==> config.mk <==
export PLATFORM = sky130hd
export DESIGN_NAME = aabb_queue
export DESIGN_NICKNAME = d
export VERILOG_FILES = /design/src/aabb_pkg.sv /design/src/aabb_queue.sv
export SDC_FILE = /design/constraint.sdc
export NUM_CORES = 1
export LEC_CHECK = 0
export ABC_AREA = 0
export ABC_CLOCK_PERIOD_IN_PS = 2700
export BUFFER_PORTS_ARGS = -buffer_cell sky130_fd_sc_hd__buf_4
export CORE_ASPECT_RATIO = 1.4
export CORE_MARGIN = 10
export CORE_UTILIZATION = 39
export DETAILED_ROUTE_END_ITERATION = 10
export REMOVE_ABC_BUFFERS = 1
export SLEW_MARGIN = 20
export SYNTH_ARGS = -nofsm -noshare
export SYNTH_HDL_FRONTEND = slang
export SYNTH_SLANG_ARGS = --single-unit
==> constraint.sdc <==
create_clock -name clk -period 2.7 [get_ports clk]
set_input_delay 0.405 -clock clk [delete_from_list [all_inputs] [get_ports clk]]
set_output_delay 0.405 -clock clk [all_outputs]
set_load 0.05 [all_outputs]
==> src/aabb_pkg.sv <==
// ----------------------------------------------------------------------------
// aabb_pkg
// shared types and constants of the bounding box block
// ----------------------------------------------------------------------------
package aabb_pkg;

    localparam int POS_W      = 16;   // signed q8.8 input coordinate
    localparam int PROD_W     = 32;   // one coefficient times one coordinate
    localparam int COORD_W    = 34;   // signed q.16 transformed coordinate
    localparam int AXES       = 3;
    localparam int COLS       = 4;
    localparam int ROW_W      = COLS * POS_W;
    localparam int CFG_IDX_W  = 2;
    localparam int CFG_DATA_W = 64;
    localparam int FRAC_SHIFT = 8;    // q8.8 to q.16 without transform
    localparam int QUEUE_DEPTH = 4;

    localparam logic [COORD_W-1:0] COORD_POS_LIMIT = {1'b0, {(COORD_W-1){1'b1}}};
    localparam logic [COORD_W-1:0] COORD_NEG_LIMIT = {1'b1, {(COORD_W-1){1'b0}}};

    // identity rows at reset: 1.0 in the matching column
    localparam logic [ROW_W-1:0] ROW_X_RESET = 64'h0000_0000_0000_0100;
    localparam logic [ROW_W-1:0] ROW_Y_RESET = 64'h0000_0000_0100_0000;
    localparam logic [ROW_W-1:0] ROW_Z_RESET = 64'h0000_0100_0000_0000;

    typedef enum logic [CFG_IDX_W-1:0] {
        REG_TRANSFORM_ENABLE,
        REG_ROW_X,
        REG_ROW_Y,
        REG_ROW_Z
    } cfg_reg_t;

    // one classified vertex travelling from front to back
    typedef struct packed {
        logic                           vertex_valid;
        logic                           last_vertex;
        logic [AXES-1:0][COORD_W-1:0]   coord;
    } point_t;

endpackage

==> src/aabb_queue.sv <==
// ----------------------------------------------------------------------------
// aabb_queue
// short queue of classified vertices between front and back
// ----------------------------------------------------------------------------
module aabb_queue (
    input  logic                 clk,
    input  logic                 rst_n,
    input  logic                 push_valid,
    output logic                 push_ready,
    input  aabb_pkg::point_t     push_data,
    output logic                 pop_valid,
    input  logic                 pop_ready,
    output aabb_pkg::point_t     pop_data
);

    localparam int DEPTH = aabb_pkg::QUEUE_DEPTH;
    localparam int PTR_W = (DEPTH > 1) ? $clog2(DEPTH) : 1;
    localparam int CNT_W = $clog2(DEPTH + 1);

    aabb_pkg::point_t  mem [DEPTH];
    logic [PTR_W-1:0]  wr_ptr_reg;
    logic [PTR_W-1:0]  rd_ptr_reg;
    logic [CNT_W-1:0]  count_reg;
    logic push;
    logic pop;

    assign push_ready = (count_reg != CNT_W'(DEPTH));
    assign pop_valid  = (count_reg != '0);
    assign push       = push_valid && push_ready;
    assign pop        = pop_valid && pop_ready;
    assign pop_data   = mem[rd_ptr_reg];

    always_ff @(posedge clk or negedge rst_n)
    begin
        if (!rst_n)
        begin
            wr_ptr_reg <= '0;
            rd_ptr_reg <= '0;
            count_reg  <= '0;
        end
        else
        begin
            if (push)
                wr_ptr_reg <= (wr_ptr_reg == PTR_W'(DEPTH - 1)) ? '0 : wr_ptr_reg + 1'b1;
            if (pop)
                rd_ptr_reg <= (rd_ptr_reg == PTR_W'(DEPTH - 1)) ? '0 : rd_ptr_reg + 1'b1;
            if (push && !pop)
                count_reg <= count_reg + 1'b1;
            else if (pop && !push)
                count_reg <= count_reg - 1'b1;
        end
    end

    always_ff @(posedge clk)
    begin
        if (push)
            mem[wr_ptr_reg] <= push_data;
    end

endmodule

Yosys cells after proc, flatten, opt, wreduce, memory -nomap -nowiden --
Memory sizes are Yosys's and may differ from the RTL's. Index checks and enable logic that the tools add are counted.
Word-level totals: bits in registers 7, input port bits 108, logic and storage cells 25, output and inout bits 106, memories kept 1, latch bits 0, ROM bits 0, bits in writable memories 416
Memories:
- mem | depth 4, width 104, rd ports 1, clocked after Yosys merged registers in 0, write ports 1, RTL line aabb_queue.sv:20 | aabb_pkg::point_t mem [DEPTH];
Cells by class: shifts and indexed selects 0, magnitude comparators 0, add/subtract/negate cells 4, reductions and logical operators 8, bitwise operators 0, $mul 0, mux-type cells 6, equality and inequality tests 3, divide/modulo/power cells 0
Operators by type and width (count):
- 3-bit two-way mux | 2
- 2-bit by 1-bit adder with 2-bit output, second input constant | 2
- 2-bit equality test, second input constant | 2
- 1-bit logical AND | 4
- 2-bit two-way mux | 2
- 3-bit by 1-bit adder with 3-bit output, second input constant | 1
- 3-bit inequality test, second input constant | 1
- 3-bit nonzero test | 1
- 3-bit by 1-bit subtractor with 3-bit output, second input constant | 1
- 1-bit logical NOT | 2
- 1-bit two-way mux | 2
- 2-bit nonzero test | 1

Depth between registers and ports, before layout --
depth in word-level cells 6, mapped depth 8, mapped depth without buffers 8

Worst setup path after synthesis --
No wires, ideal clock.
kind reg2reg, from register count_reg[2], to memory mem[0][0] (netlist bit) (enable), path slack 173 ps, arrival time 2111 ps, path buffers 0, required time 2284 ps, setup time 416 ps, stages on the path, launching flop included 3, clock period less this slack 2527 ps, cell sequence dfrtp_1 -> or3b_4 -> and3_2
Between the ends: word-level cells in the longest chain between the ends 4
Ends and longest elaborated chain:
- start: declaration | RTL line aabb_queue.sv:23 | logic [CNT_W-1:0] count_reg;
- start signal: assignment | RTL line aabb_queue.sv:48 | count_reg <= count_reg + 1'b1;
- start signal: assignment | RTL line aabb_queue.sv:50 | count_reg <= count_reg - 1'b1;
- 3-bit inequality test | RTL line aabb_queue.sv:27 | assign push_ready = (count_reg != CNT_W'(DEPTH));
- via push_ready | RTL line aabb_queue.sv:9 | output logic push_ready,
- 1-bit logical AND | RTL line aabb_queue.sv:29 | assign push = push_valid && push_ready;
- 1-bit two-way mux | RTL line aabb_queue.sv:56 | if (push)
- 1-bit two-way mux (implied by the code) | RTL line aabb_queue.sv:57 | mem[wr_ptr_reg] <= push_data;
- end: declaration | RTL line aabb_queue.sv:20
The timed path passes the listed nets, and every way through them passes these cells.

==> impl_metrics.toml <==
[power]
seqPwrFrac_pct = 36.7
pwr-share-comb_pct = 42.0
switching_power_mw = 9.27
intPower_mw = 15.3
power_frac_clock_pct = 21.3
ir_drop_mv = 0.745
p_leak_nw = 6.51
p_sw_share_pct = 37.7
powerDensity_nw_per_um2 = 1280

[placement]
portBuffers = 213
gp_congestion = 0.693
postPlaceCellArea_um2 = 17900
dp_hpwl_mm = 20.1

[layout]
final_common_cell = "edfxtp_1"
multi_input_area_um2 = 2620
n_antenna_cell = 0
fin_area_um2 = 19200
fillerInstances = 3159
drive_gt1_share_pct = 47.6
seq_area_um2 = 12700
layout.nets = 955
area_growth_syn_to_layout_pct = 24.5
largest_reg_flops = 416
layout_common_cells = "edfxtp_1 (416), buf_4 (222), mux4_2 (104)"

[routing]
drt_iter0_drc = 373
ant_nets = 0
drc = 0
vias_per_cell = 4.92
totalWireLength_mm = 31.9
drtPass1Iterations = 4
post_drt_wl_per_cell_um = 22.9
vias = 6838

[die]
die_area_um2 = 48000
rows = 86
start_util_pct = 39.3
top_level_ports = 214
die_h_um = 255
die_w_um = 188
core_area_um2 = 39300

[sta]
tightestPinTransition_ns = 0.579
finalCritPeriodShare_pct = 94.0
clock.fmax_ghz = 0.394
skew_ns = 0.0173
finalHoldViolCount = 0
holdWs_ns = 0.0714
final_max_slew_viol_count = 0
rsz0062_at_grt = "no"
slew_headroom_pct = 61.4
min_period_ns = 2.54
setup_violations = 0

[worst_setup_path]
timing_worst_setup_path_type = "register to primary output"
reg2reg_depth = 8
r2r_end = "count_reg[2]$_DFFE_PN0P_"
arrival_ns = 2.13
cp-start-kind = "register"
path_cells = "buf_4, mux4_2, buf_4"
crit_end = "pop_data[70]"
path_depth = 3
timing.critical_path.buf_inv = 2
cp_max_fo = 17
r2r-start = "count_reg[1]$_DFFE_PN0P_"
critPathTopFamily = "flip-flops"
cp-startpoint = "rd_ptr_reg[1]$_DFFE_PN0P_"
crit_path_end_kind = "primary output"
worst_path_largest_cell_delay_ns = 0.71
cpMostUsedCell = "buf_4"
required_ns = 2.30
r2r_slack_ns = 0.52
cp_slowest_cell = "dfrtp_4"

[yosys]
ys_types = 19
syn_area_per_cell_um2 = 26.6
ys_ff_latch = 423
synth_seq_area_share_pct = 82.1
netlist_area_um2 = 15400
postSynthCellCount = 580
yosysWarnings = 0

[global_route]
antenna_found_initial = 2
grt_pass1_vias = 7469
grt_max_degree = 75
gr-total-overflow = 0
grt.total_usage_pct = 13.1
grt_pass1_wl_mm = 48.1

[clocking]
cts_tree = "done"
root_buffer = "clkbuf_16"
numCtsBuffers = 41
clockBufferDepth = 3
htree_levels = 2
clk_pin_slew_ns = 0.06
clock_latency_ns = 0.53
cts_resized = 0
clock_sinks = 423

[hold_path]
hold_path.class = "input port to register"

[run]
maxCapViolCount = 0

[run_status]
status = "finished, final reports clean"
==> power groups by stage <==
stage	Clock [mW]	Combinational, mW	Sequential (mW)
final	5.23	10.3	9.03
after CTS	5.41	10.6	9.06
after global placement	0	10.4	9.24
after detailed placement	0	10.4	9.30
after global routing	5.66	10.9	9.14
after floorplan	0	5.97	9.48
==> how the worst min path moves through the flow <==
stage | from | depth (start not counted) | end | slack, ns
2_1_floorplan | rst_n | 0 | count_reg[0]$_DFFE_PN0P_ | 0.11
3_3_place_gp | rst_n | 1 | count_reg[0]$_DFFE_PN0P_ | 0.22
3_5_place_dp | rst_n | 1 | count_reg[0]$_DFFE_PN0P_ | 0.22
4_1_cts | push_data[67] | 1 | mem[1][67]$_DFFE_PP_ | 0.04
5_1_grt | push_data[6] | 1 | mem[3][6]$_DFFE_PP_ | 0.05
6_report | push_data[71] | 1 | mem[0][71]$_DFFE_PP_ | 0.07
==> per-stage QoR <==
step / total power, mW / util (%) / worst slack, ns / std cells / setup TNS, ns
floorplan: 15.5 / - / -2.62 / 556 / -276.74
global placement: 19.6 / 45.6 / 0.545 / 1321 / 0
detailed placement: 19.7 / 45.6 / 0.519 / 1321 / 0
CTS: 25.1 / 48.9 / 0.0837 / 1391 / 0
global route: 25.7 / 48.9 / 0.0790 / 1391 / 0
finish: 24.6 / 48.9 / 0.162 / 1391 / 0
==> repair_timing <==
action                                  4_1_cts  5_1_grt
hold buffers                                  1        0
endpoints found under the hold margin         7        0
setup buffers                                 3        0
endpoints found under the setup margin       60        0
==> synth_stat cells, drive strengths merged <==
master | instances | share of area (%)
mux2 | 5 | 0.41
edfxtp | 416 | 81
xor2 | 2 | 0.11
clkbuf | 5 | 0.12
nand2 | 1 | 0.024
mux4 | 104 | 15
ha | 6 | 0.49
fa | 1 | 0.13
and2 | 1 | 0.057
or3 | 1 | 0.049
inv | 3 | 0.073
and3 | 4 | 0.19
xnor2 | 1 | 0.057
dfrtp | 7 | 1.1
nor2 | 3 | 0.073
buf | 19 | 0.82
or3b | 1 | 0.073
==> cells by family (layout without fill, tap and decap cells) <==
logic type    after synthesis  after routing  synth area share (%)
flops                     423            423                  82.1
mux                       109            109                  15.6
buf+inv                    27            310                  1.01
simple gates               11             11                 0.471
fa+ha+maj                   7              7                 0.617
xor+xnor                    3              3                 0.170
==> worst register-to-register path, stage by stage, from the launching register on <==
cell and delay, ns:
dfrtp_1 0.42, or3_2 0.50, nand2_1 0.14, ha_1 0.20, inv_1 0.06, fa_1 0.38, xor2_1 0.15, nor2_1 0.11
xor2_1 0.15
==> layout make-up <==
| class | count | area share (%) |
|---|---|---|
| flip-flops and latches | 423 | 66.0 |
| multi-input cells | 130 | 13.6 |
| repair buffers | 241 | 10.6 |
| clock buffers | 50 | 5.52 |
| well taps | 528 | 3.44 |
| clock inverters | 16 | 0.691 |
| inverters | 3 | 0.0587 |
==> metal layers <==
metal / track usage [%] / share of wire, % / vias to the layer above
li1: - / - / 3028
met1: 14.6 / 37 / 3610
met2: 23.7 / 56 / 151
met3: 3.49 / 5.4 / 45
met4: 4.14 / 2.1 / 4
met5: 0 / 0.11 / -
No activity file was read; power rests on OpenSTA's default activity.
