<file path="config.mk">
export PLATFORM = sky130hd
export DESIGN_NAME = aabb_back_flat
export DESIGN_NICKNAME = d
export VERILOG_FILES = /design/src/aabb_pkg.sv /design/src/aabb_box_if.sv /design/src/aabb_back.sv /design/src/flat_wrapper.sv
export SDC_FILE = /design/constraint.sdc
export NUM_CORES = 1
export LEC_CHECK = 0
export ABC_AREA = 0
export ABC_CLOCK_PERIOD_IN_PS = 24700
export CORE_MARGIN = 5
export CORE_UTILIZATION = 43
export CTS_BUF_LIST = sky130_fd_sc_hd__clkbuf_16
export CTS_CLUSTER_DIAMETER = 60
export DETAILED_ROUTE_END_ITERATION = 7
export DONT_BUFFER_PORTS = 1
export PLACE_DENSITY_LB_ADDON = 0.1
export SLEW_MARGIN = 20
export SYNTH_ARGS = -nofsm -noshare
export SYNTH_HDL_FRONTEND = slang
export SYNTH_SLANG_ARGS = --single-unit
</file>
<file path="constraint.sdc">
create_clock -name clk -period 24.7 [get_ports clk]
set_input_delay 1.235 -clock clk [delete_from_list [all_inputs] [get_ports clk]]
set_output_delay 1.235 -clock clk [all_outputs]
set_load 0.005 [all_outputs]
</file>
<file path="src/aabb_pkg.sv">
// ----------------------------------------------------------------------------
// aabb_pkg
// shared types and constants of the bounding box block
// ----------------------------------------------------------------------------
package aabb_pkg;

    localparam int POS_W      = 16;   // signed q8.8 input coordinate
    localparam int PROD_W     = 32;   // one coefficient times one coordinate
    localparam int COORD_W    = 34;   // signed q.16 transformed coordinate
    localparam int AXES       = 3;
    localparam int COLS       = 4;
    localparam int ROW_W      = COLS * POS_W;
    localparam int CFG_IDX_W  = 2;
    localparam int CFG_DATA_W = 64;
    localparam int FRAC_SHIFT = 8;    // q8.8 to q.16 without transform
    localparam int QUEUE_DEPTH = 4;

    localparam logic [COORD_W-1:0] COORD_POS_LIMIT = {1'b0, {(COORD_W-1){1'b1}}};
    localparam logic [COORD_W-1:0] COORD_NEG_LIMIT = {1'b1, {(COORD_W-1){1'b0}}};

    // identity rows at reset: 1.0 in the matching column
    localparam logic [ROW_W-1:0] ROW_X_RESET = 64'h0000_0000_0000_0100;
    localparam logic [ROW_W-1:0] ROW_Y_RESET = 64'h0000_0000_0100_0000;
    localparam logic [ROW_W-1:0] ROW_Z_RESET = 64'h0000_0100_0000_0000;

    typedef enum logic [CFG_IDX_W-1:0] {
        REG_TRANSFORM_ENABLE,
        REG_ROW_X,
        REG_ROW_Y,
        REG_ROW_Z
    } cfg_reg_t;

    // one classified vertex travelling from front to back
    typedef struct packed {
        logic                           vertex_valid;
        logic                           last_vertex;
        logic [AXES-1:0][COORD_W-1:0]   coord;
    } point_t;

endpackage

</file>
<file path="src/aabb_box_if.sv">
// ----------------------------------------------------------------------------
// aabb_box_if
// bounding box result channel
// ----------------------------------------------------------------------------
interface aabb_box_if;

    logic                                 valid;
    logic                                 ready;
    logic signed [aabb_pkg::COORD_W-1:0]  min_x;
    logic signed [aabb_pkg::COORD_W-1:0]  min_y;
    logic signed [aabb_pkg::COORD_W-1:0]  min_z;
    logic signed [aabb_pkg::COORD_W-1:0]  max_x;
    logic signed [aabb_pkg::COORD_W-1:0]  max_y;
    logic signed [aabb_pkg::COORD_W-1:0]  max_z;

    modport source (
        output valid, min_x, min_y, min_z, max_x, max_y, max_z,
        input  ready
    );

    modport sink (
        input  valid, min_x, min_y, min_z, max_x, max_y, max_z,
        output ready
    );

endinterface

</file>
<file path="src/aabb_back.sv">
// ----------------------------------------------------------------------------
// aabb_back
// running min/max per axis and box output register
// ----------------------------------------------------------------------------
module aabb_back (
    input  logic                 clk,
    input  logic                 rst_n,
    input  logic                 pop_valid,
    output logic                 pop_ready,
    input  aabb_pkg::point_t     pop_data,
    aabb_box_if.source           box
);

    localparam int COORD_W = aabb_pkg::COORD_W;
    localparam int AXES    = aabb_pkg::AXES;

    logic signed [COORD_W-1:0] min_reg  [AXES];
    logic signed [COORD_W-1:0] max_reg  [AXES];
    logic signed [COORD_W-1:0] min_next [AXES];
    logic signed [COORD_W-1:0] max_next [AXES];
    logic signed [COORD_W-1:0] lo_next  [AXES];
    logic signed [COORD_W-1:0] hi_next  [AXES];
    logic signed [COORD_W-1:0] lo_reg   [AXES];
    logic signed [COORD_W-1:0] hi_reg   [AXES];
    logic any_seen_reg;
    logic any_seen_next;
    logic out_valid_reg;
    logic out_free;
    logic pop;
    logic emit;

    assign out_free  = !out_valid_reg || box.ready;
    assign pop_ready = !pop_data.last_vertex || out_free;
    assign pop       = pop_valid && pop_ready;
    assign emit      = pop && pop_data.last_vertex;

    assign any_seen_next = any_seen_reg || pop_data.vertex_valid;

    always_comb
    begin
        for (int a = 0; a < AXES; a++)
        begin
            min_next[a] = min_reg[a];
            max_next[a] = max_reg[a];
            if (pop_data.vertex_valid && ($signed(pop_data.coord[a]) < min_reg[a]))
                min_next[a] = $signed(pop_data.coord[a]);
            if (pop_data.vertex_valid && ($signed(pop_data.coord[a]) > max_reg[a]))
                max_next[a] = $signed(pop_data.coord[a]);
            // empty set gives an all-zero box
            lo_next[a] = any_seen_next ? min_next[a] : '0;
            hi_next[a] = any_seen_next ? max_next[a] : '0;
        end
    end

    always_ff @(posedge clk or negedge rst_n)
    begin
        if (!rst_n)
        begin
            for (int a = 0; a < AXES; a++)
            begin
                min_reg[a] <= $signed(aabb_pkg::COORD_POS_LIMIT);
                max_reg[a] <= $signed(aabb_pkg::COORD_NEG_LIMIT);
            end
            any_seen_reg  <= 1'b0;
            out_valid_reg <= 1'b0;
        end
        else
        begin
            if (emit)
            begin
                for (int a = 0; a < AXES; a++)
                begin
                    min_reg[a] <= $signed(aabb_pkg::COORD_POS_LIMIT);
                    max_reg[a] <= $signed(aabb_pkg::COORD_NEG_LIMIT);
                end
                any_seen_reg <= 1'b0;
            end
            else if (pop)
            begin
                min_reg      <= min_next;
                max_reg      <= max_next;
                any_seen_reg <= any_seen_next;
            end

            if (emit)
                out_valid_reg <= 1'b1;
            else if (box.ready)
                out_valid_reg <= 1'b0;
        end
    end

    always_ff @(posedge clk)
    begin
        if (emit)
        begin
            lo_reg <= lo_next;
            hi_reg <= hi_next;
        end
    end

    assign box.valid = out_valid_reg;
    assign box.min_x = lo_reg[0];
    assign box.min_y = lo_reg[1];
    assign box.min_z = lo_reg[2];
    assign box.max_x = hi_reg[0];
    assign box.max_y = hi_reg[1];
    assign box.max_z = hi_reg[2];

    // a box always restarts the set
    a_emit_clears: assert property (@(posedge clk) disable iff (!rst_n)
        emit |=> !any_seen_reg)
        else $error("set not cleared after box");

    // with no vertex seen the running x min and z max sit at their start values
    a_empty_limits: assert property (@(posedge clk) disable iff (!rst_n)
        !any_seen_reg |-> (min_reg[0] == $signed(aabb_pkg::COORD_POS_LIMIT)
                           && max_reg[2] == $signed(aabb_pkg::COORD_NEG_LIMIT)))
        else $error("running limits moved without a vertex");

    // once a vertex is in, min never exceeds max
    a_min_le_max: assert property (@(posedge clk) disable iff (!rst_n)
        any_seen_reg |-> (min_reg[0] <= max_reg[0] && min_reg[1] <= max_reg[1]
                          && min_reg[2] <= max_reg[2]))
        else $error("running min above running max");

endmodule

</file>
<file path="src/flat_wrapper.sv">
// flat-port wrapper written by rule: the top's interface ports become plain ports
module aabb_back_flat 
  (clk, rst_n, pop_valid, pop_ready, pop_data, box_valid, box_min_x, box_min_y, box_min_z, box_max_x, box_max_y, box_max_z, box_ready);
  aabb_box_if box_i ();
  input  logic clk;
  input  logic rst_n;
  input  logic pop_valid;
  output logic pop_ready;
  input  aabb_pkg::point_t pop_data;
  output wire logic [$bits(box_i.valid)-1:0] box_valid;
  output wire logic [$bits(box_i.min_x)-1:0] box_min_x;
  output wire logic [$bits(box_i.min_y)-1:0] box_min_y;
  output wire logic [$bits(box_i.min_z)-1:0] box_min_z;
  output wire logic [$bits(box_i.max_x)-1:0] box_max_x;
  output wire logic [$bits(box_i.max_y)-1:0] box_max_y;
  output wire logic [$bits(box_i.max_z)-1:0] box_max_z;
  input wire logic [$bits(box_i.ready)-1:0] box_ready;
  assign box_valid = box_i.valid;
  assign box_min_x = box_i.min_x;
  assign box_min_y = box_i.min_y;
  assign box_min_z = box_i.min_z;
  assign box_max_x = box_i.max_x;
  assign box_max_y = box_i.max_y;
  assign box_max_z = box_i.max_z;
  assign box_i.ready = box_ready;
  aabb_back u_core (.clk(clk), .rst_n(rst_n), .pop_valid(pop_valid), .pop_ready(pop_ready), .pop_data(pop_data), .box(box_i));
endmodule
</file>
## Word level (Yosys, flattened, before mapping)

Cells that the tools add are included.

- Flip-flop bits (word level): 410
- Bits of input ports: 108
- Output and inout bits: 206
- Logic and storage cells: 49

- $lt $le $gt $ge: 6
- Mux-type cells: 14
- Reduce and logical (&&, ||, !) cells: 15

Operators with widths:

| kind | count |
|---|---|
| $mux W102 | 4 |
| $mux W34 | 6 |
| $gt A34 B34 Y1 | 3 |
| $lt A34 B34 Y1 | 3 |
| $logic_and A1 B1 Y1 | 8 |
| $mux W1 | 4 |
| $reduce_bool A2 Y1 | 2 |
| $logic_or A1 B1 Y1 | 3 |
| $logic_not A1 Y1 | 2 |

## Depth between registers and ports, before layout

Gate-level depths: netlist of run 1.

- Depth after elaboration: 6
- Gate-level depth with buffers: 13
- Depth with buffers taken out: 10

## Least setup slack after synthesis of run 1

OpenSTA, ideal clock, no wires.

- Kind: input to register
- From: input pop_data[102] in the netlist's numbering
- To: register u_core.hi_reg, in the netlist u_core.box.max_x[0] (enable)
- Setup time: 773 ps
- Data arrival time: 10503 ps
- Data required time: 23927 ps
- Setup slack: 13425 ps
- Stages: 6
- Path buffers: 2
- Path through: inv_2 > or3_1 > nand2_1 > clkbuf_1 > clkbuf_1 > nor2_1

- Longest elaborated chain between the ends: 4

Ends and longest elaborated chain:

| item | RTL line | RTL |
|---|---|---|
| start: declaration | flat_wrapper.sv:9 | `input aabb_pkg::point_t pop_data;` |
| $logic_not A1 Y1 | aabb_back.sv:33 | `assign pop_ready = !pop_data.last_vertex \|\| out_free;` |
| $logic_or A1 B1 Y1 | aabb_back.sv:33 |  |
| net pop_ready | flat_wrapper.sv:8 | `output logic pop_ready;` |
| $logic_and A1 B1 Y1 | aabb_back.sv:34 | `assign pop = pop_valid && pop_ready;` |
| $logic_and A1 B1 Y1 | aabb_back.sv:35 | `assign emit = pop && pop_data.last_vertex;` |
| net u_core.emit | aabb_back.sv:30 | `logic emit;` |
| end signal: assignment | aabb_back.sv:97 | `hi_reg <= hi_next;` |
| end: declaration | aabb_back.sv:24 | `logic signed [COORD_W-1:0] hi_reg [AXES];` |

The timed path passes the listed nets, and every way through them passes these cells.
A chain may end at the register's enable or synchronous reset.

## Final worst setup path of run 1

- From: input pop_data[7] in the netlist's numbering
- To: register u_core.max_reg[93] in the netlist's numbering

- Longest elaborated chain between the ends: 5

Ends and longest elaborated chain:

| item | RTL line | RTL |
|---|---|---|
| $gt A34 B34 Y1 | aabb_back.sv:47 | `if (pop_data.vertex_valid && ($signed(pop_data.coord[a]) > max_reg[a]))` |
| $logic_and A1 B1 Y1 | aabb_back.sv:47 |  |
| $mux W34 | aabb_back.sv:47 |  |
| $mux W102 | aabb_back.sv:78 | `else if (pop)` |
| $mux W102 | aabb_back.sv:69 | `if (emit)` |
| end signal: indexed assignment | aabb_back.sv:62 | `max_reg[a] <= $signed(aabb_pkg::COORD_NEG_LIMIT);` |
| end signal: indexed assignment | aabb_back.sv:74 | `max_reg[a] <= $signed(aabb_pkg::COORD_NEG_LIMIT);` |
| end signal: assignment | aabb_back.sv:81 | `max_reg <= max_next;` |
| end: declaration | aabb_back.sv:18 | `logic signed [COORD_W-1:0] max_reg [AXES];` |

No other way between the ends. The select of a mux whose other input is x is not followed.

==> flow_metrics.py, run 1 <==
metrics = {
    "logic_synthesis": {
        "synth.most_common_cell": "inv_1",
        "synthCells": 2098,
        "synth_cell_types": 58,
        "synthTopCellsByCount": "214 x inv_1, 204 x edfxtp_1, 201 x ha_1",
        "synth_top_cell_by_area": "edfxtp_1",
        "yosys.area.top_type_share_pct": 27.22,
        "avgSynthCellArea_sq_um": 10.73,
        "yosysSeqAreaShare_pct": 50.69,
        "synth_ff_type": "edfxtp_1",
        "synth-edff-count": 204,
        "synthArstFlopShare_pct": 50.24,
        "syn-num-nets": 2407,
        "synthTopCellsByArea": "edfxtp_1 27%, dfstp_2 12%, dfrtp_1 12%",
        "synth_area_sq_mm": 0.02251,
        "synth-seq-cells": 410,
        "ys_warn_count": 0,
    },
    "timing": {
        "tns_ns": 0,
        "holdWs_ns": 0.3628,
        "slew_viol_final": 0,
        "worstMarginPinSlew_ns": 1.047,
        "period_needed_ns": 4.107,
        "clock.fmax_mhz": 243.5,
        "fin_worst_skew_ns": 0.02083,
        "slew_headroom_pct": 30.21,
        "rsz0062_at_grt": "false",
        "setup_viol_count_final": 0,
        "finalHoldViolCount": 0,
        "finalCritPeriodShare_pct": 16.63,
    },
    "placed_design": {
        "gp_congestion": 0.8352,
        "port_buffers": 0,
        "detailed_place_hpwl_mm": 40.56,
    },
    "power_and_ir_drop": {
        "p_per_area_mw_per_mm2": 95.79,
        "p_leak_uw": 0.01068,
        "total_power_uw": 2376,
        "peakVddDrop_mv": 0.04830,
    },
    "detailed_routing": {
        "ant_nets": 0,
        "routed_via_density": 5.844,
        "wl_per_cell_um": 22.37,
        "firstDrtPassIters": 5,
        "drc": 0,
        "wirelength_mm": 61.89,
        "drtIter0Drc": 924,
        "vias": 16170,
    },
    "floorplan": {
        "start_util_pct": 43.61,
        "ios": 314,
        "die_w_um": 238.8,
        "dieArea_sq_mm": 0.05702,
        "die-height_um": 238.8,
        "rows": 83,
        "core_sq_mm": 0.05161,
    },
    "clocking": {
        "postCtsSetupBuffers": 0,
        "clk_pin_slew_ns": 0.06,
        "cts.sinks": 410,
        "clock_latency_ns": 0.59,
        "cts_buffers": 49,
        "cts_tree": "done",
        "post_cts_resized": 0,
        "cts_max_level": 2,
        "clock_path_buffers": 3,
        "cts_hold_buf": 0,
        "root_buffer": "clkbuf_16",
    },
    "worst_setup_path": {
        "cp_data_required_time_ns": 25.22,
        "cp-end-kind": "flip-flop",
        "start_kind": "input port",
        "arrival_ns": 4.63,
        "path_class": "in2reg",
        "worstPathMaxFanout": 70,
    },
    "grt": {
        "grt_pass1_vias": 16237,
        "antenna_found_initial": 1,
        "track_usage_pct": 21.13,
        "grt.met2_usage_pct": 34.82,
        "grt_max_degree": 207,
        "grt-ovfl-total": 0,
        "grt_busiest_layer": "met2",
        "grt_pass1_wl_mm": 96.41,
        "met1_usage_pct": 27.39,
        "grt_use_met3_pct": 6.391,
    },
    "layout": {
        "nNetsFinal": 2356,
        "fill_cells": 4702,
        "drive_above_1_share_pct": 10.35,
        "num_antenna_cells": 0,
        "area_delta_synth_final_pct": 10.22,
        "fin_util_pct": 48.07,
    },
    "min_path": {
        "hold_class": "in2async",
    },
    "flow_run": {
        "drv_cap": 0,
    },
    "status": {
        "status": "complete, no violations",
    },
}
[power by group]
part           total, uW  leakage, uW  switching [uW]  internal (uW)
sequential           990      0.00442            86.9            903
clock                762     0.000856             297            465
combinational        625      0.00541             365            259
[worst max-delay path: stages]
cell,delay (ns)
ha_1,0.29
a21o_1,0.18
a21o_1,0.17
a221o_1,0.32
a2111o_1,0.44
a221oi_2,0.33
mux2i_4,0.27
buf_4,0.59
and2_1,0.22
buf_4,0.36
a22o_1,0.20
[path summary, 6_finish.rpt]
kind	from	end	slack, ns	depth (start not counted)
max	pop_data[7]	u_core.max_reg[93]	20.59	11
min	rst_n	u_core.max_reg[43]	0.36	0
max reg2reg	u_core.min_reg[95]	u_core.min_reg[87]	20.70	12
min reg2reg	u_core.max_reg[78]	u_core.max_reg[78]	0.50	1
max in group asynchronous	rst_n	u_core.min_reg[8]	23.92	0
min in group clk	u_core.max_reg[78]	u_core.max_reg[78]	0.50	1
[area by class of cell]
cell class              count  area (sq um)  area share, %
clock buffers              49          1226          4.943
clock inverters            42         456.7          1.841
inverters                 215         807.0          3.253
multi-input cells        1346          9872          39.79
flip-flops and latches    410         11410          45.99
well taps                 680         850.8          3.429
repair buffers             25         187.7         0.7565
[kinds of logic (layout without fill, tap and decap cells)]
kind of cell,count (synthesis),count (layout),synth area share (%)
compound gates,471,471,15.27
flops,410,410,50.69
simple gates,534,534,10.71
mux,140,140,6.232
buf+inv,342,331,5.926
fa+ha+maj,201,201,11.17
[metrics by stage]
step | std cells | instance area [sq um] | worst slack, ns
CTS | 2767 | 24810 | 20.59
global route | 2767 | 24810 | 20.39
finish | 2767 | 24810 | 20.59
global placement | 2676 | 23120 | 20.00
detailed placement | 2676 | 23120 | 19.96
floorplan | 2098 | 22510 | 13.42
[routing by layer]
layer / vias up / routed length, um
li1: 7615 / -
met2: 395 / 29550
met4: 0 / 1472
met3: 95 / 4458
met1: 8065 / 26410
met5: - / 0
[cells in the final DEF, fill, tap and decap left out, types with 19 or more instances in the layout]
cell type,n
clkbuf_16,49
o21ai_0,32
ha_1,201
dfstp_2,102
inv_1,223
nor3_1,139
a21oi_1,111
nand2_1,154
o22ai_1,21
o22a_1,33
a2bb2oi_1,19
nor2_1,150
mux2i_1,136
a221oi_1,67
a22o_1,78
dfrtp_1,104
buf_4,25
o31ai_1,34
a21o_1,22
edfxtp_1,204
nand4_1,30
(Power assumes the default switching activity.)
==> run 2, diff against run 1 <==
ABC_CLOCK_PERIOD_IN_PS = 3500   (was 24700)
clock period = 3.5 ns   (was 24.7 ns; I/O delays follow)
==> run 2 against run 1 <==
- the run now ends with negative hold slack left
- via count increased by 5.0%
- combinational power increased to 7.7 times the previous value
- routed wire length increased by 9.6%
- register-to-register slack got worse by 21 ns
- clock skew decreased by 0.0089 ns
- sequential share of layout area decreased by 2.5 points
- worst hold slack got worse by 1.1 ns
- power increased to 7.2 times the previous value
- critical path type is now reg2reg
- highest routed layer unchanged
==> flow_metrics.py, run 2 (synthesized netlist as in run 1, its figures left out) <==
metrics = {
    "layout": {
        "area_delta_synth_final_pct": 16.54,
        "num_antenna_cells": 0,
        "finalNonFillerCells": 2899,
        "nNetsFinal": 2487,
        "fin_util_pct": 50.82,
        "layout_common_cells": "224 x inv_1, 204 x edfxtp_1, 201 x ha_1",
        "final_design_area_no_fill_sq_mm": 0.02623,
        "drive_above_1_share_pct": 11.00,
        "layout_commonest_cell": "inv_1",
    },
    "placed_design": {
        "pre_cts_slack_ns": 0.04048,
        "postPlaceCellArea_sq_mm": 0.02343,
        "gp_congestion": 0.8322,
        "detailed_place_hpwl_mm": 41.15,
        "dp_cells": 2696,
        "port_buffers": 0,
    },
    "timing": {
        "slew_viol_final": 0,
        "clock.fmax_mhz": 302.3,
        "fin_worst_skew_ns": 0.01192,
        "finalCritPeriodShare_pct": 94.52,
        "setup_ws_ns": 0.1916,
        "holdWs_ns": -0.7005,
        "period_needed_ns": 3.308,
        "rsz0062_at_grt": "false",
        "worstMarginPinSlew_ns": 0.8601,
        "finalHoldViolCount": 206,
        "setup_viol_count_final": 0,
        "slew_headroom_pct": 42.66,
    },
    "power_and_ir_drop": {
        "p_leak_uw": 0.01128,
        "total_power_uw": 16990,
        "p_per_area_mw_per_mm2": 647.8,
        "peakVddDrop_mv": 0.3694,
    },
    "clocking": {
        "cts_hold_buf": 107,
        "cts_buffers": 49,
        "root_buffer": "clkbuf_16",
        "clk_pin_slew_ns": 0.06,
        "clock_path_buffers": 3,
        "cts_max_level": 2,
        "clock_latency_ns": 0.58,
        "cts_tree": "done",
        "cts.sinks": 410,
    },
    "floorplan": {
        "die-height_um": 238.8,
        "ios": 314,
        "core_sq_mm": 0.05161,
        "start_util_pct": 43.61,
        "rows": 83,
        "die_w_um": 238.8,
        "dieArea_sq_mm": 0.05702,
    },
    "status": {
        "violations": "negative hold slack",
        "status": "finished, violations left",
    },
    "worst_setup_path": {
        "start_kind": "flip-flop",
        "arrival_ns": 3.68,
        "worstPathCellList": "inv_1 > ha_1 > a21oi_1 > o21ai_0 > a31oi_1 > o21ai_0 > a211oi_1 > mux2_2 > buf_4 > nand2_1 > a21oi_1",
        "cp_top_family": "compound AO/OA/AOI/OAI gates",
        "critPathSlowestCell": "dfstp_2",
        "path_class": "reg2reg",
        "cp-end-kind": "flip-flop",
        "slowest_delay_ns": 0.54,
        "cp_data_required_time_ns": 3.87,
        "worstPathMaxFanout": 51,
        "path_buf_inv": 2,
    },
    "grt": {
        "grt_max_degree": 207,
        "grt-ovfl-total": 0,
        "grt_pass1_wl_mm": 104.3,
        "antenna_found_initial": 1,
        "track_usage_pct": 23.12,
        "grt_pass1_vias": 16962,
    },
    "detailed_routing": {
        "ant_nets": 0,
        "wirelength_mm": 67.82,
        "drc": 0,
        "routed_via_density": 5.855,
        "firstDrtPassIters": 5,
        "wl_per_cell_um": 23.39,
        "vias": 16973,
        "drtIter0Drc": 1078,
    },
    "min_path": {
        "hold_class": "in2async",
    },
    "flow_run": {
        "drv_cap": 0,
    },
}
## run 2: cell type report
type	count	area (sq um)
sequential	410	11410
tap	680	850.8
fill	4610	25380
timing repair buffer	156	1654
inverter	215	807.0
multi-input combinational	1346	9884
clock inverter	41	349.1
clock buffer	51	1276
## run 2: path summary, 6_finish.rpt
check                                    from                   end  slack (ns)  cells past startpoint
hold reg to reg            u_core.max_reg[82]    u_core.max_reg[82]        0.50                      1
hold / removal                          rst_n    u_core.max_reg[43]       -0.70                      0
max in group asynchronous               rst_n    u_core.min_reg[13]        3.87                      0
setup reg to reg           u_core.min_reg[36]  u_core.box.min_y[28]        0.19                     11
setup / recovery           u_core.min_reg[36]  u_core.box.min_y[28]        0.19                     11
min in group clk                pop_data[103]   u_core.any_seen_reg        0.06                      3
## run 2: repair_timing
action / in CTS / in global routing
resized for setup: 0 / 5
endpoints found under the hold margin: 616 / 206
setup endpoints to repair: 0 / 102
setup buffers: 0 / 2
## run 2: metrics by stage
stage / hold WS (ns) / setup TNS [ns]
after detailed placement: -0.1080 / 0
after CTS: -0.7384 / 0
final: -0.7005 / 0
after global placement: -0.1069 / -0.5314
after floorplan: -0.1206 / -178.40
after global routing: -0.7403 / 0
## run 2: power breakdown
part / leakage, uW / total, uW / switching, uW / internal [uW]
Combinational: 0.00604 / 4830 / 2750 / 2080
Clock: 0.000822 / 5170 / 2100 / 3070
Sequential: 0.00442 / 6990 / 616 / 6370
Total: 0.0113 / 17000 / 5470 / 11500
## run 2: routing by layer
metal | wire length [um] | vias to the layer above | global-route usage, % | part of all wire (%)
met5 | 0 | - | 0 | 0
met4 | 1485 | 0 | 5.287 | 2.2
met3 | 4444 | 90 | 5.699 | 6.6
met2 | 32670 | 482 | 38.50 | 48
met1 | 29220 | 8504 | 30.75 | 43
li1 | - | 7897 | - | -
## run 2: worst register-to-register path: stages (launching register included)
cell and delay (ns):
dfstp_2 0.54, inv_1 0.05, ha_1 0.29, a21oi_1 0.13
o21ai_0 0.11, a31oi_1 0.22, o21ai_0 0.19, a211oi_1 0.43
mux2_2 0.25, buf_4 0.49, nand2_1 0.13, a21oi_1 0.28
==> run 3, diff against run 2 <==
ABC_CLOCK_PERIOD_IN_PS = 4150   (was 3500)
clock period = 4.15 ns   (was 3.5 ns; I/O delays follow)
==> run 3 against run 2 <==
- first-iteration DRC count shrank 2.3%
- global-route usage is 0.28 points lower
- sequential cell count unchanged
- register-to-register slack better by 0.05 ns
- clock skew up 0.0063 ns
- largest cell class unchanged
- via count shrank 0.72%
- non-clock buffer count is 13 lower
- utilization decreased by 0.12 points
- maximum frequency down 15%
- the run still ends with negative hold slack left
- power shrank 15%
- routed wire length is 0.73% lower
- sequential share of layout area grew 0.10 points
==> flow_metrics.py, run 3 (synthesized netlist as in run 1, its figures left out) <==
metrics = {
    "layout": {
        "nNetsFinal": 2475,
        "num_antenna_cells": 0,
        "layout_common_cells": "226 x inv_1, 204 x edfxtp_1, 201 x ha_1",
        "fin_util_pct": 50.70,
        "area_delta_synth_final_pct": 16.26,
        "drive_above_1_share_pct": 10.60,
        "layout_commonest_cell": "inv_1",
    },
    "flow_run": {
        "drv_cap": 0,
    },
    "worst_setup_path": {
        "path_class": "reg2reg",
        "cp_data_required_time_ns": 4.67,
        "worstPathMaxFanout": 11,
        "cp-end-kind": "flip-flop",
        "arrival_ns": 4.42,
        "start_kind": "flip-flop",
    },
    "grt": {
        "antenna_found_initial": 0,
        "grt_max_degree": 207,
        "grt-ovfl-total": 0,
        "track_usage_pct": 22.84,
        "grt_pass1_vias": 16707,
        "grt_pass1_wl_mm": 102.8,
    },
    "clocking": {
        "cts_tree": "done",
        "clock_latency_ns": 0.59,
        "clk_pin_slew_ns": 0.06,
        "cts_max_level": 2,
        "post_cts_resized": 0,
        "cts_buffers": 50,
        "cts.sinks": 410,
        "cts_hold_buf": 107,
        "root_buffer": "clkbuf_16",
        "clock_path_buffers": 3,
    },
    "power_and_ir_drop": {
        "total_power_uw": 14490,
        "peakVddDrop_mv": 0.4055,
        "p_per_area_mw_per_mm2": 553.9,
        "p_leak_uw": 0.01127,
    },
    "floorplan": {
        "dieArea_sq_mm": 0.05702,
        "ios": 314,
        "core_sq_mm": 0.05161,
        "die_w_um": 238.8,
        "start_util_pct": 43.61,
        "die-height_um": 238.8,
        "rows": 83,
    },
    "status": {
        "status": "finished, violations left",
        "violations": "negative hold slack",
    },
    "detailed_routing": {
        "drc": 0,
        "wirelength_mm": 67.32,
        "ant_nets": 0,
        "vias": 16850,
        "firstDrtPassIters": 5,
        "drtIter0Drc": 1053,
        "wl_per_cell_um": 23.31,
        "routed_via_density": 5.834,
    },
    "timing": {
        "fin_worst_skew_ns": 0.01818,
        "clock.fmax_mhz": 256.1,
        "finalCritPeriodShare_pct": 94.08,
        "setup_viol_count_final": 0,
        "rsz0062_at_grt": "false",
        "holdWs_ns": -0.6501,
        "period_needed_ns": 3.904,
        "finalHoldViolCount": 206,
        "tns_ns": 0,
        "slew_viol_final": 0,
        "setup_ws_ns": 0.2458,
        "slew_headroom_pct": 28.85,
        "worstMarginPinSlew_ns": 1.065,
    },
    "min_path": {
        "hold_class": "in2async",
    },
    "placed_design": {
        "pre_cts_slack_ns": 0.5417,
        "detailed_place_hpwl_mm": 41.28,
        "port_buffers": 0,
        "gp_congestion": 0.8548,
    },
}
[run 3: cell count changes in the layout (fill, tap and decap cells not counted), sizes merged]
cell | before | now
buf | 48 | 37
clkinv | 20 | 15
inv | 226 | 230
bufinv | 6 | 7
clkbuf | 53 | 54
clkinvlp | 4 | 3
[run 3: metrics by stage]
stage               cell area (sq um)  cells
detailed placement              23340   2686
CTS                             26160   2887
floorplan                       22550   2098
finish                          26170   2888
global placement                23340   2686
global route                    26170   2888
[run 3: per-layer routing]
metal	vias to the layer above	GRT usage [%]	part of all wire, %
met5	-	0	0
met4	0	6.087	2.4
met3	96	5.145	6.8
met2	506	37.64	48
met1	8383	30.66	43
li1	7865	-	-
[run 3: repair_timing]
item / 4_1_cts / 5_1_grt
setup endpoints to repair: 0 / 1
setup buffers: 0 / 1
endpoints found under the hold margin: 614 / 206
[run 3: path summary, 6_finish.rpt]
path,startpoint,endpoint,slack [ns],depth (start not counted)
worst max-delay path,u_core.max_reg[33],u_core.max_reg[6],0.25,11
worst max register to register,u_core.max_reg[33],u_core.max_reg[6],0.25,11
worst min register to register,u_core.max_reg[77],u_core.max_reg[77],0.51,1
worst min-delay path,rst_n,u_core.max_reg[44],-0.65,0
max in group asynchronous,rst_n,u_core.min_reg[13],4.39,0
min in group clk,pop_data[95],u_core.box.max_z[27],0.01,2
[run 3: final cells by class]
cell class | count | area, sq um
Fill cell | 4640 | 25450
Sequential cell | 410 | 11410
Multi-Input combinational cell | 1346 | 9864
Timing Repair Buffer | 143 | 1509
Clock buffer | 54 | 1351
Tap cell | 680 | 850.8
Inverter | 215 | 807.0
Clock inverter | 40 | 376.6
[run 3: critical path, cell delays in order, from the launching register on]
cell	delay [ns]
dfstp_2	0.52
inv_1	0.06
ha_1	0.31
nand4_1	0.12
nor4b_1	0.55
and3_1	0.29
a221oi_1	0.10
mux2i_1	0.26
nor3_2	0.72
a2bb2oi_1	0.15
o22ai_1	0.16
dlygate4sd3_1	0.58
[run 3: where the power goes]
part,internal (uW),switching (uW)
clock network,2780,1810
logic,1690,2310
registers,5370,518
total,9850,4650
